==> src/assert_macros.svh <==
// assertion macros shared by the deframer rtl
// no dependencies; define ASSERT_OFF to compile the checks out
`ifndef ASSERT_MACROS_SVH
`define ASSERT_MACROS_SVH

`ifndef ASSERT_OFF

// property must hold at every clock edge outside reset
`define ASSERT_ALWAYS(lbl, clk, rst_n, prop, msg) \
  lbl: assert property (@(posedge clk) disable iff (!rst_n) (prop)) else $error(msg);

// consequent must hold in the same cycle as the antecedent
`define ASSERT_IMPLY(lbl, clk, rst_n, ante, cons, msg) \
  lbl: assert property (@(posedge clk) disable iff (!rst_n) (ante) |-> (cons)) else $error(msg);

`else

`define ASSERT_ALWAYS(lbl, clk, rst_n, prop, msg)
`define ASSERT_IMPLY(lbl, clk, rst_n, ante, cons, msg)

`endif

`endif

==> src/mlfd_pkg.sv <==
`timescale 1ns / 1ps
// types and constants of the magic/length frame deframer
// no dependencies
package mlfd_pkg;

  localparam int unsigned ByteW = 8;
  localparam int unsigned CfgIdxW = 2;

  // configuration register indexes
  localparam logic [CfgIdxW-1:0] CFG_MAGIC_FIRST  = 2'd0;
  localparam logic [CfgIdxW-1:0] CFG_MAGIC_SECOND = 2'd1;
  localparam logic [CfgIdxW-1:0] CFG_MAX_LENGTH   = 2'd2;

  // configuration reset values
  localparam logic [ByteW-1:0] MAGIC_FIRST_RST  = 8'h36;
  localparam logic [ByteW-1:0] MAGIC_SECOND_RST = 8'h50;
  localparam logic [ByteW-1:0] MAX_LENGTH_RST   = 8'd253;

  // result kinds
  typedef enum logic [2:0] {
    KIND_PAYLOAD   = 3'd0,
    KIND_HEARTBEAT = 3'd1,
    KIND_HDR_ERR   = 3'd2,
    KIND_LEN_ERR   = 3'd3,
    KIND_EMPTY     = 3'd4
  } kind_e;

  // one result transaction
  typedef struct packed {
    kind_e            kind;
    logic [ByteW-1:0] data;
    logic             last;
  } result_t;

endpackage

==> src/magic_length_frame_deframer_unit.sv <==
`timescale 1ns / 1ps
// magic/length frame deframer: header hunt, length check, payload streaming
// depends on mlfd_pkg and assert_macros.svh
//
// Usage
//   Input channel: one received byte per transaction (rx_byte_i), taken at a
//   clock edge with in_valid_i high and in_stall_o low.
//   Output channel: zero or one result per input byte (out_kind_o,
//   out_byte_o, frame_last_o), taken at an edge with out_valid_o high and
//   out_stall_i low.
//   Configuration: cfg_we_i writes cfg_data_i into the register chosen by
//   cfg_index_i (magic first, magic second, maximum length); write only
//   while the block is idle. Other indexes are ignored.
//   Each result is registered: in the skid register if the output is stalled.
//   Throughput: one byte per cycle while in_stall_o is low; the parse step
//   is a single pass of logic between the parser state and the result register.
//   Stall: a two-entry result queue (output register plus skid register)
//   keeps bytes flowing under output stall until the skid register fills;
//   in_stall_o is raised only while the skid register holds a result.
//   Reset: parser hunts for the first header byte, queue empty, registers
//   return to 0x36, 0x50 and 253.
module magic_length_frame_deframer_unit
  import mlfd_pkg::*;
(
  input  logic               clk_i,
  input  logic               rst_ni,
  // byte input
  input  logic               in_valid_i,
  output logic               in_stall_o,
  input  logic [ByteW-1:0]   rx_byte_i,
  // results
  output logic               out_valid_o,
  input  logic               out_stall_i,
  output logic [2:0]         out_kind_o,
  output logic [ByteW-1:0]   out_byte_o,
  output logic               frame_last_o,
  // configuration
  input  logic               cfg_we_i,
  input  logic [CfgIdxW-1:0] cfg_index_i,
  input  logic [ByteW-1:0]   cfg_data_i
);

`include "assert_macros.svh"

  typedef enum logic [1:0] {
    PH_HUNT1   = 2'd0,
    PH_HUNT2   = 2'd1,
    PH_LEN     = 2'd2,
    PH_PAYLOAD = 2'd3
  } phase_e;

  // configuration registers
  logic [ByteW-1:0] magic_first_q, magic_second_q, max_len_q;

  // parser state
  phase_e           phase_q, phase_d;
  logic [ByteW-1:0] rem_q, rem_d;
  logic             hb_q, hb_d;
  logic             await_q, await_d;

  // result queue
  logic    out_valid_q, skid_valid_q;
  result_t out_q, skid_q;

  // step outputs
  logic             res_valid;
  result_t          res;
  logic             hb_cur;
  logic [ByteW-1:0] rem_dec;
  logic             in_take, out_take;

  assign in_take  = in_valid_i & ~skid_valid_q;
  assign out_take = out_valid_q & ~out_stall_i;
  assign hb_cur   = await_q ? (rx_byte_i == '0) : hb_q;
  assign rem_dec  = rem_q - ByteW'(1);

  // config writes
  always_ff @(posedge clk_i or negedge rst_ni) begin
    if (!rst_ni) begin
      magic_first_q  <= MAGIC_FIRST_RST;
      magic_second_q <= MAGIC_SECOND_RST;
      max_len_q      <= MAX_LENGTH_RST;
    end else if (cfg_we_i) begin
      unique case (cfg_index_i)
        CFG_MAGIC_FIRST:  magic_first_q  <= cfg_data_i;
        CFG_MAGIC_SECOND: magic_second_q <= cfg_data_i;
        CFG_MAX_LENGTH:   max_len_q      <= cfg_data_i;
        default: ;
      endcase
    end
  end

  // one parse step per byte
  always_comb begin
    phase_d   = phase_q;
    rem_d     = rem_q;
    hb_d      = hb_q;
    await_d   = await_q;
    res_valid = 1'b0;
    res.kind  = KIND_PAYLOAD;
    res.data  = '0;
    res.last  = 1'b0;
    unique case (phase_q)
      PH_HUNT1: begin
        if (rx_byte_i == magic_first_q) begin
          phase_d = PH_HUNT2;
        end else begin
          res_valid = 1'b1;
          res.kind  = KIND_HDR_ERR;
        end
      end
      PH_HUNT2: begin
        if (rx_byte_i == magic_second_q) begin
          phase_d = PH_LEN;
        end else begin
          phase_d   = PH_HUNT1;
          res_valid = 1'b1;
          res.kind  = KIND_HDR_ERR;
        end
      end
      PH_LEN: begin
        phase_d = PH_HUNT1;
        if (rx_byte_i > max_len_q) begin
          res_valid = 1'b1;
          res.kind  = KIND_LEN_ERR;
        end else if (rx_byte_i == '0) begin
          res_valid = 1'b1;
          res.kind  = KIND_EMPTY;
        end else begin
          rem_d   = rx_byte_i;
          await_d = 1'b1;
          hb_d    = 1'b0;
          phase_d = PH_PAYLOAD;
        end
      end
      PH_PAYLOAD: begin
        await_d = 1'b0;
        rem_d   = rem_dec;
        if (rem_dec == '0) begin
          // final byte of the frame
          phase_d   = PH_HUNT1;
          hb_d      = 1'b0;
          res_valid = 1'b1;
          if (hb_cur) begin
            res.kind = KIND_HEARTBEAT;
          end else begin
            res.data = rx_byte_i;
            res.last = 1'b1;
          end
        end else begin
          hb_d = hb_cur;
          if (!hb_cur) begin
            res_valid = 1'b1;
            res.data  = rx_byte_i;
          end
        end
      end
      default: ;
    endcase
  end

  // parser state and result queue
  always_ff @(posedge clk_i or negedge rst_ni) begin
    if (!rst_ni) begin
      phase_q      <= PH_HUNT1;
      rem_q        <= '0;
      hb_q         <= 1'b0;
      await_q      <= 1'b0;
      out_valid_q  <= 1'b0;
      skid_valid_q <= 1'b0;
    end else begin
      if (in_take) begin
        phase_q <= phase_d;
        rem_q   <= rem_d;
        hb_q    <= hb_d;
        await_q <= await_d;
      end
      if (skid_valid_q) begin
        // no byte is taken while the skid register is full
        if (out_take) begin
          out_q        <= skid_q;
          skid_valid_q <= 1'b0;
        end
      end else if (in_take && res_valid) begin
        if (!out_valid_q || out_take) begin
          out_q       <= res;
          out_valid_q <= 1'b1;
        end else begin
          skid_q       <= res;
          skid_valid_q <= 1'b1;
        end
      end else if (out_take) begin
        out_valid_q <= 1'b0;
      end
    end
  end

  assign in_stall_o   = skid_valid_q;
  assign out_valid_o  = out_valid_q;
  assign out_kind_o   = out_q.kind;
  assign out_byte_o   = out_q.data;
  assign frame_last_o = out_q.last;

  // checks
  `ASSERT_IMPLY(a_skid_behind_out, clk_i, rst_ni, skid_valid_q, out_valid_q,
                "skid register full while output register empty")
  `ASSERT_IMPLY(a_last_is_payload, clk_i, rst_ni, out_valid_q && out_q.last,
                out_q.kind == KIND_PAYLOAD, "frame end marked on a non-payload result")
  `ASSERT_IMPLY(a_byte_zero, clk_i, rst_ni, out_valid_q && out_q.kind != KIND_PAYLOAD,
                out_q.data == '0, "non-payload result carries a byte")
  `ASSERT_IMPLY(a_payload_count, clk_i, rst_ni, phase_q == PH_PAYLOAD, rem_q != '0,
                "payload phase with no bytes left")
  `ASSERT_IMPLY(a_type_in_payload, clk_i, rst_ni, await_q, phase_q == PH_PAYLOAD,
                "type byte awaited outside the payload phase")
  `ASSERT_ALWAYS(a_stall_blocks_take, clk_i, rst_ni, !(skid_valid_q && in_take),
                 "byte taken while the skid register is full")

endmodule

==> config.mk <==
export PLATFORM = sky130hd
export DESIGN_NAME = magic_length_frame_deframer_unit
export DESIGN_NICKNAME = d
export VERILOG_FILES = /design/src/mlfd_pkg.sv /design/src/magic_length_frame_deframer_unit.sv
export VERILOG_INCLUDE_DIRS = /design/src /design/src/src
export SDC_FILE = /design/constraint.sdc
export NUM_CORES = 1
export LEC_CHECK = 0
export BUFFER_PORTS_ARGS = -buffer_cell sky130_fd_sc_hd__buf_2
export CELL_PAD_IN_SITES_DETAIL_PLACEMENT = 0
export CELL_PAD_IN_SITES_GLOBAL_PLACEMENT = 1
export CORE_MARGIN = 10
export CORE_UTILIZATION = 42
export DETAILED_ROUTE_END_ITERATION = 8
export PLACE_DENSITY_LB_ADDON = 0.1
export SLEW_MARGIN = 40
export SYNTH_ARGS = -nofsm -noshare
export SYNTH_HDL_FRONTEND = slang
export SYNTH_SLANG_ARGS = --single-unit
==> constraint.sdc <==
create_clock -name clk_i -period 2.8 [get_ports clk_i]
set_input_delay 0.14 -clock clk_i [delete_from_list [all_inputs] [get_ports clk_i]]
set_output_delay 0.14 -clock clk_i [all_outputs]
set_load 0.05 [all_outputs]
==> results_dict.tcl <==
set metrics [dict create \
    ys_seq_elements 62 \
    syn_area_sq_um 3290 \
    drt-total-wl_mm 7.24 \
    nets 361 \
    num_vias 2298 \
    clock_latency_ns 0.35 \
    period_share_pct 88.2 \
    muxShareOfSynthArea_pct 12.0 \
    crit_slowest_cell "dfstp_2" \
    clockRootBuffer "clkbuf_8" \
    post-route-util_pct 49.9 \
    switching_share_pct 38.0 \
    syn_to_final_growth_pct 16.7 \
    die_h_um 109 \
    final_max_slew_viol_count 0 \
    tns_ns 0 \
    synth_warnings 0 \
    p_seq_share_pct 38.2 \
    synth_top_family_by_area "simple AND/OR/NAND/NOR gates" \
    finalCriticalPeriod_ns 2.47 \
    r2r_start "max_len_q[7]" \
    n_antenna_cell 0 \
    leakage_nw 1.55 \
    first_pass_iters 4 \
    dieArea_sq_um 11800 \
    final_cell_mix "buf_2 (36), mux2_2 (34), dfrtp_1 (25), edfxtp_1 (24), nor2_1 (21)" \
    synth-compound-area-share_pct 9.66 \
    min-delay-start "cfg_data_i[0]" \
    critPathKind "reg2reg" \
    p_int_w 0.00228 \
    syn_avg_cell_area_sq_um 11.7 \
    setup_viol 0 \
    rsz0062_at_grt "false" \
    fin_skew_ns 0.0121 \
    cts_hold_repair.buffers 1 \
    yosysSeqAreaShare_pct 51.3 \
    tightest_slew_ns 0.635 \
    coreArea_sq_um 7690 \
    htree_num_levels 3 \
    slowest_delay_ns 0.53 \
    final_common_cell "buf_2" \
    endpoint_kind "flip-flop" \
    cpLargestDelayFamily "simple AND/OR/NAND/NOR gates" \
    clkTransAtPathRegs_ns 0.07 \
    syn_nets 315 \
    path_buf_inv 2 \
    p_clk_share_pct 23.9 \
    hpwl_mm 5.29 \
    comb_power_share_pct 37.9 \
    initial_utilization_pct 42.8 \
    crit_chain "inv_1 -> ha_1 -> nand4_1 -> a211o_1 -> nand3_1 -> a21oi_1 -> nor3_2 -> buf_4" \
    async_reset_ff_share_pct 61.3 \
    synth_edf_count 24 \
    p_sw_w 0.00140 \
    drv_cap 0 \
    cts_setup_buffers 0 \
    tritoncts "done" \
    clk_path_buf_depth 2 \
    grt_usage_pct 13.0 \
    peakVddDrop_uv 486 \
    status "finished clean" \
    worstSetupStartpointType "flip-flop" \
    fp.dieW_um 109 \
    globalplace.congestion 0.838 \
    grt_pass1_vias 2297 \
    relSlewSlack_pct 57.5 \
    cts.repair.resized 0 \
    drtIter0Drc 112 \
    cp_data_arrival_time_ns 2.52 \
    worstPathRequired_ns 2.85 \
    hold_viol_final 0 \
    crit_start "max_len_q[7]" \
    crit_fanout 12 \
    routedWlPerCell_um 16.6 \
    fp-row-count 32 \
    synth_top_flop_cell "dfrtp_1" \
    drtAntennaViolNets 0 \
    portBuffers 36 \
    antenna_found_initial 0 \
    grt_overflow_total 0 \
    synthXorXnorAreaFrac_pct 5.02 \
    syn_inst 282 \
    via_per_inst 5.28 \
    clock_sinks 62 \
    drc 0 \
    fmax_mhz 405 \
    grt_max_degree 39 \
    io_pins 37 \
    drive_gt1_share_pct 34.5 \
    nFillCells 723 \
    yosys.area_share.simple_pct 15.2 \
    ys_types 48 \
    hold_path.class "in2reg" \
    power_density_nw_per_um2 959 \
    grt_pass1_wl_mm 12.0 \
    numCtsBuffers 9 \
    synth_adder_area_share_pct 3.80 \
]
-- path summary, 6_finish.rpt --
| kind | to | slack, ns | depth (start not counted) |
|---|---|---|---|
| worst max-delay path | skid_q[9] | 0.33 | 8 |
| worst min-delay path | magic_first_q[0] | 0.06 | 2 |
| worst max register to register | skid_q[9] | 0.33 | 8 |
| worst min register to register | hb_q | 0.49 | 2 |
| max in group asynchronous | max_len_q[2] | 2.00 | 3 |
| min in group asynchronous | rem_q[5] | 0.41 | 3 |
-- worst register-to-register path: stages, from the launching register on --
cell,delay (ns)
dfstp_2,0.53
inv_1,0.04
ha_1,0.30
nand4_1,0.16
a211o_1,0.36
nand3_1,0.25
a21oi_1,0.15
nor3_2,0.16
buf_4,0.22
-- per-stage QoR --
| step | instance area (sq um) | instances | hold slack [ns] | total power (W) | worst slack [ns] |
|---|---|---|---|---|---|
| global route | 3840 | 435 | 0.0564 | 0.00394 | 0.127 |
| detailed placement | 3610 | 418 | 0.277 | 0.00284 | 0.344 |
| CTS | 3840 | 435 | 0.0541 | 0.00372 | 0.325 |
| floorplan | 3300 | 282 | -0.156 | 0.00251 | 0.274 |
| global placement | 3610 | 418 | 0.287 | 0.00283 | 0.382 |
| finish | 3840 | 435 | 0.0594 | 0.00368 | 0.331 |
-- power groups by stage --
stage	clock network, W	logic (W)	registers (W)
after detailed placement	0	0.00141	0.00142
after floorplan	0	0.000867	0.00164
final	0.000879	0.00140	0.00141
after global routing	0.000937	0.00156	0.00144
after CTS	0.000899	0.00142	0.00141
after global placement	0	0.00141	0.00142
-- kinds of logic after synthesis --
logic type      after synthesis
flops                        62
xor+xnor                     18
fa+ha+maj                    10
mux                          35
buf+inv                      23
compound gates               46
simple gates                 88
-- cell usage after synthesis (2+ instances only) --
cell type / n / share of area (%)
nor2_1: 21 / 2.4
nor2b_1: 4 / 0.76
nor4_1: 2 / 0.38
dfrtp_1: 25 / 19
a211o_1: 2 / 0.53
and2_1: 4 / 0.76
o21ai_1: 4 / 0.61
o22a_1: 4 / 1.1
nand4_1: 8 / 1.5
inv_1: 14 / 1.6
nand2_1: 13 / 1.5
o31ai_1: 2 / 0.46
clkbuf_1: 7 / 0.80
nand3_1: 7 / 1.1
nand3b_1: 2 / 0.46
or3_1: 2 / 0.38
nor3b_1: 2 / 0.46
o211ai_1: 3 / 0.68
o21ai_0: 2 / 0.30
xnor2_1: 17 / 4.5
edfxtp_1: 24 / 22
nor4_2: 2 / 0.76
a31oi_1: 3 / 0.57
ha_1: 10 / 3.8
nor3_1: 5 / 0.76
dfstp_2: 13 / 10
buf_6: 2 / 0.68
and3_1: 8 / 1.5
mux2_2: 34 / 12
o22ai_1: 2 / 0.38
nand2b_1: 3 / 0.57
a21oi_1: 15 / 2.3
-- routing by layer --
metal / GRT usage [%] / vias up / part of all wire, %
met1: 17.2 / 1104 / 47
met4: 6.12 / 0 / 1.9
met3: 3.81 / 14 / 5.8
met2: 19.3 / 51 / 45
li1: - / 1129 / -
met5: 0 / - / 0
-- area by class of cell --
cell class                 instances  area (sq um)  share of cell area, %
sequential                        62          1690                   44.0
clock buffer                       9           124                   3.23
clock inverter                     7          97.6                   2.54
timing repair buffer              44           243                   6.32
multi-input combinational        197          1510                   39.2
tap                              102           128                   3.32
inverter                          14          52.6                   1.37
-- state kept, by name (all words and copies together) (netlist names) --
signal          flops
await_q             1
frame_last_o        1
hb_q                1
in_stall_o          1
magic_first_q       8
magic_second_q      8
max_len_q           8
out_byte_o          8
out_kind_o          3
out_valid_o         1
phase_q             2
rem_q               8
skid_q             12
Power figures use the tool's default switching activity.
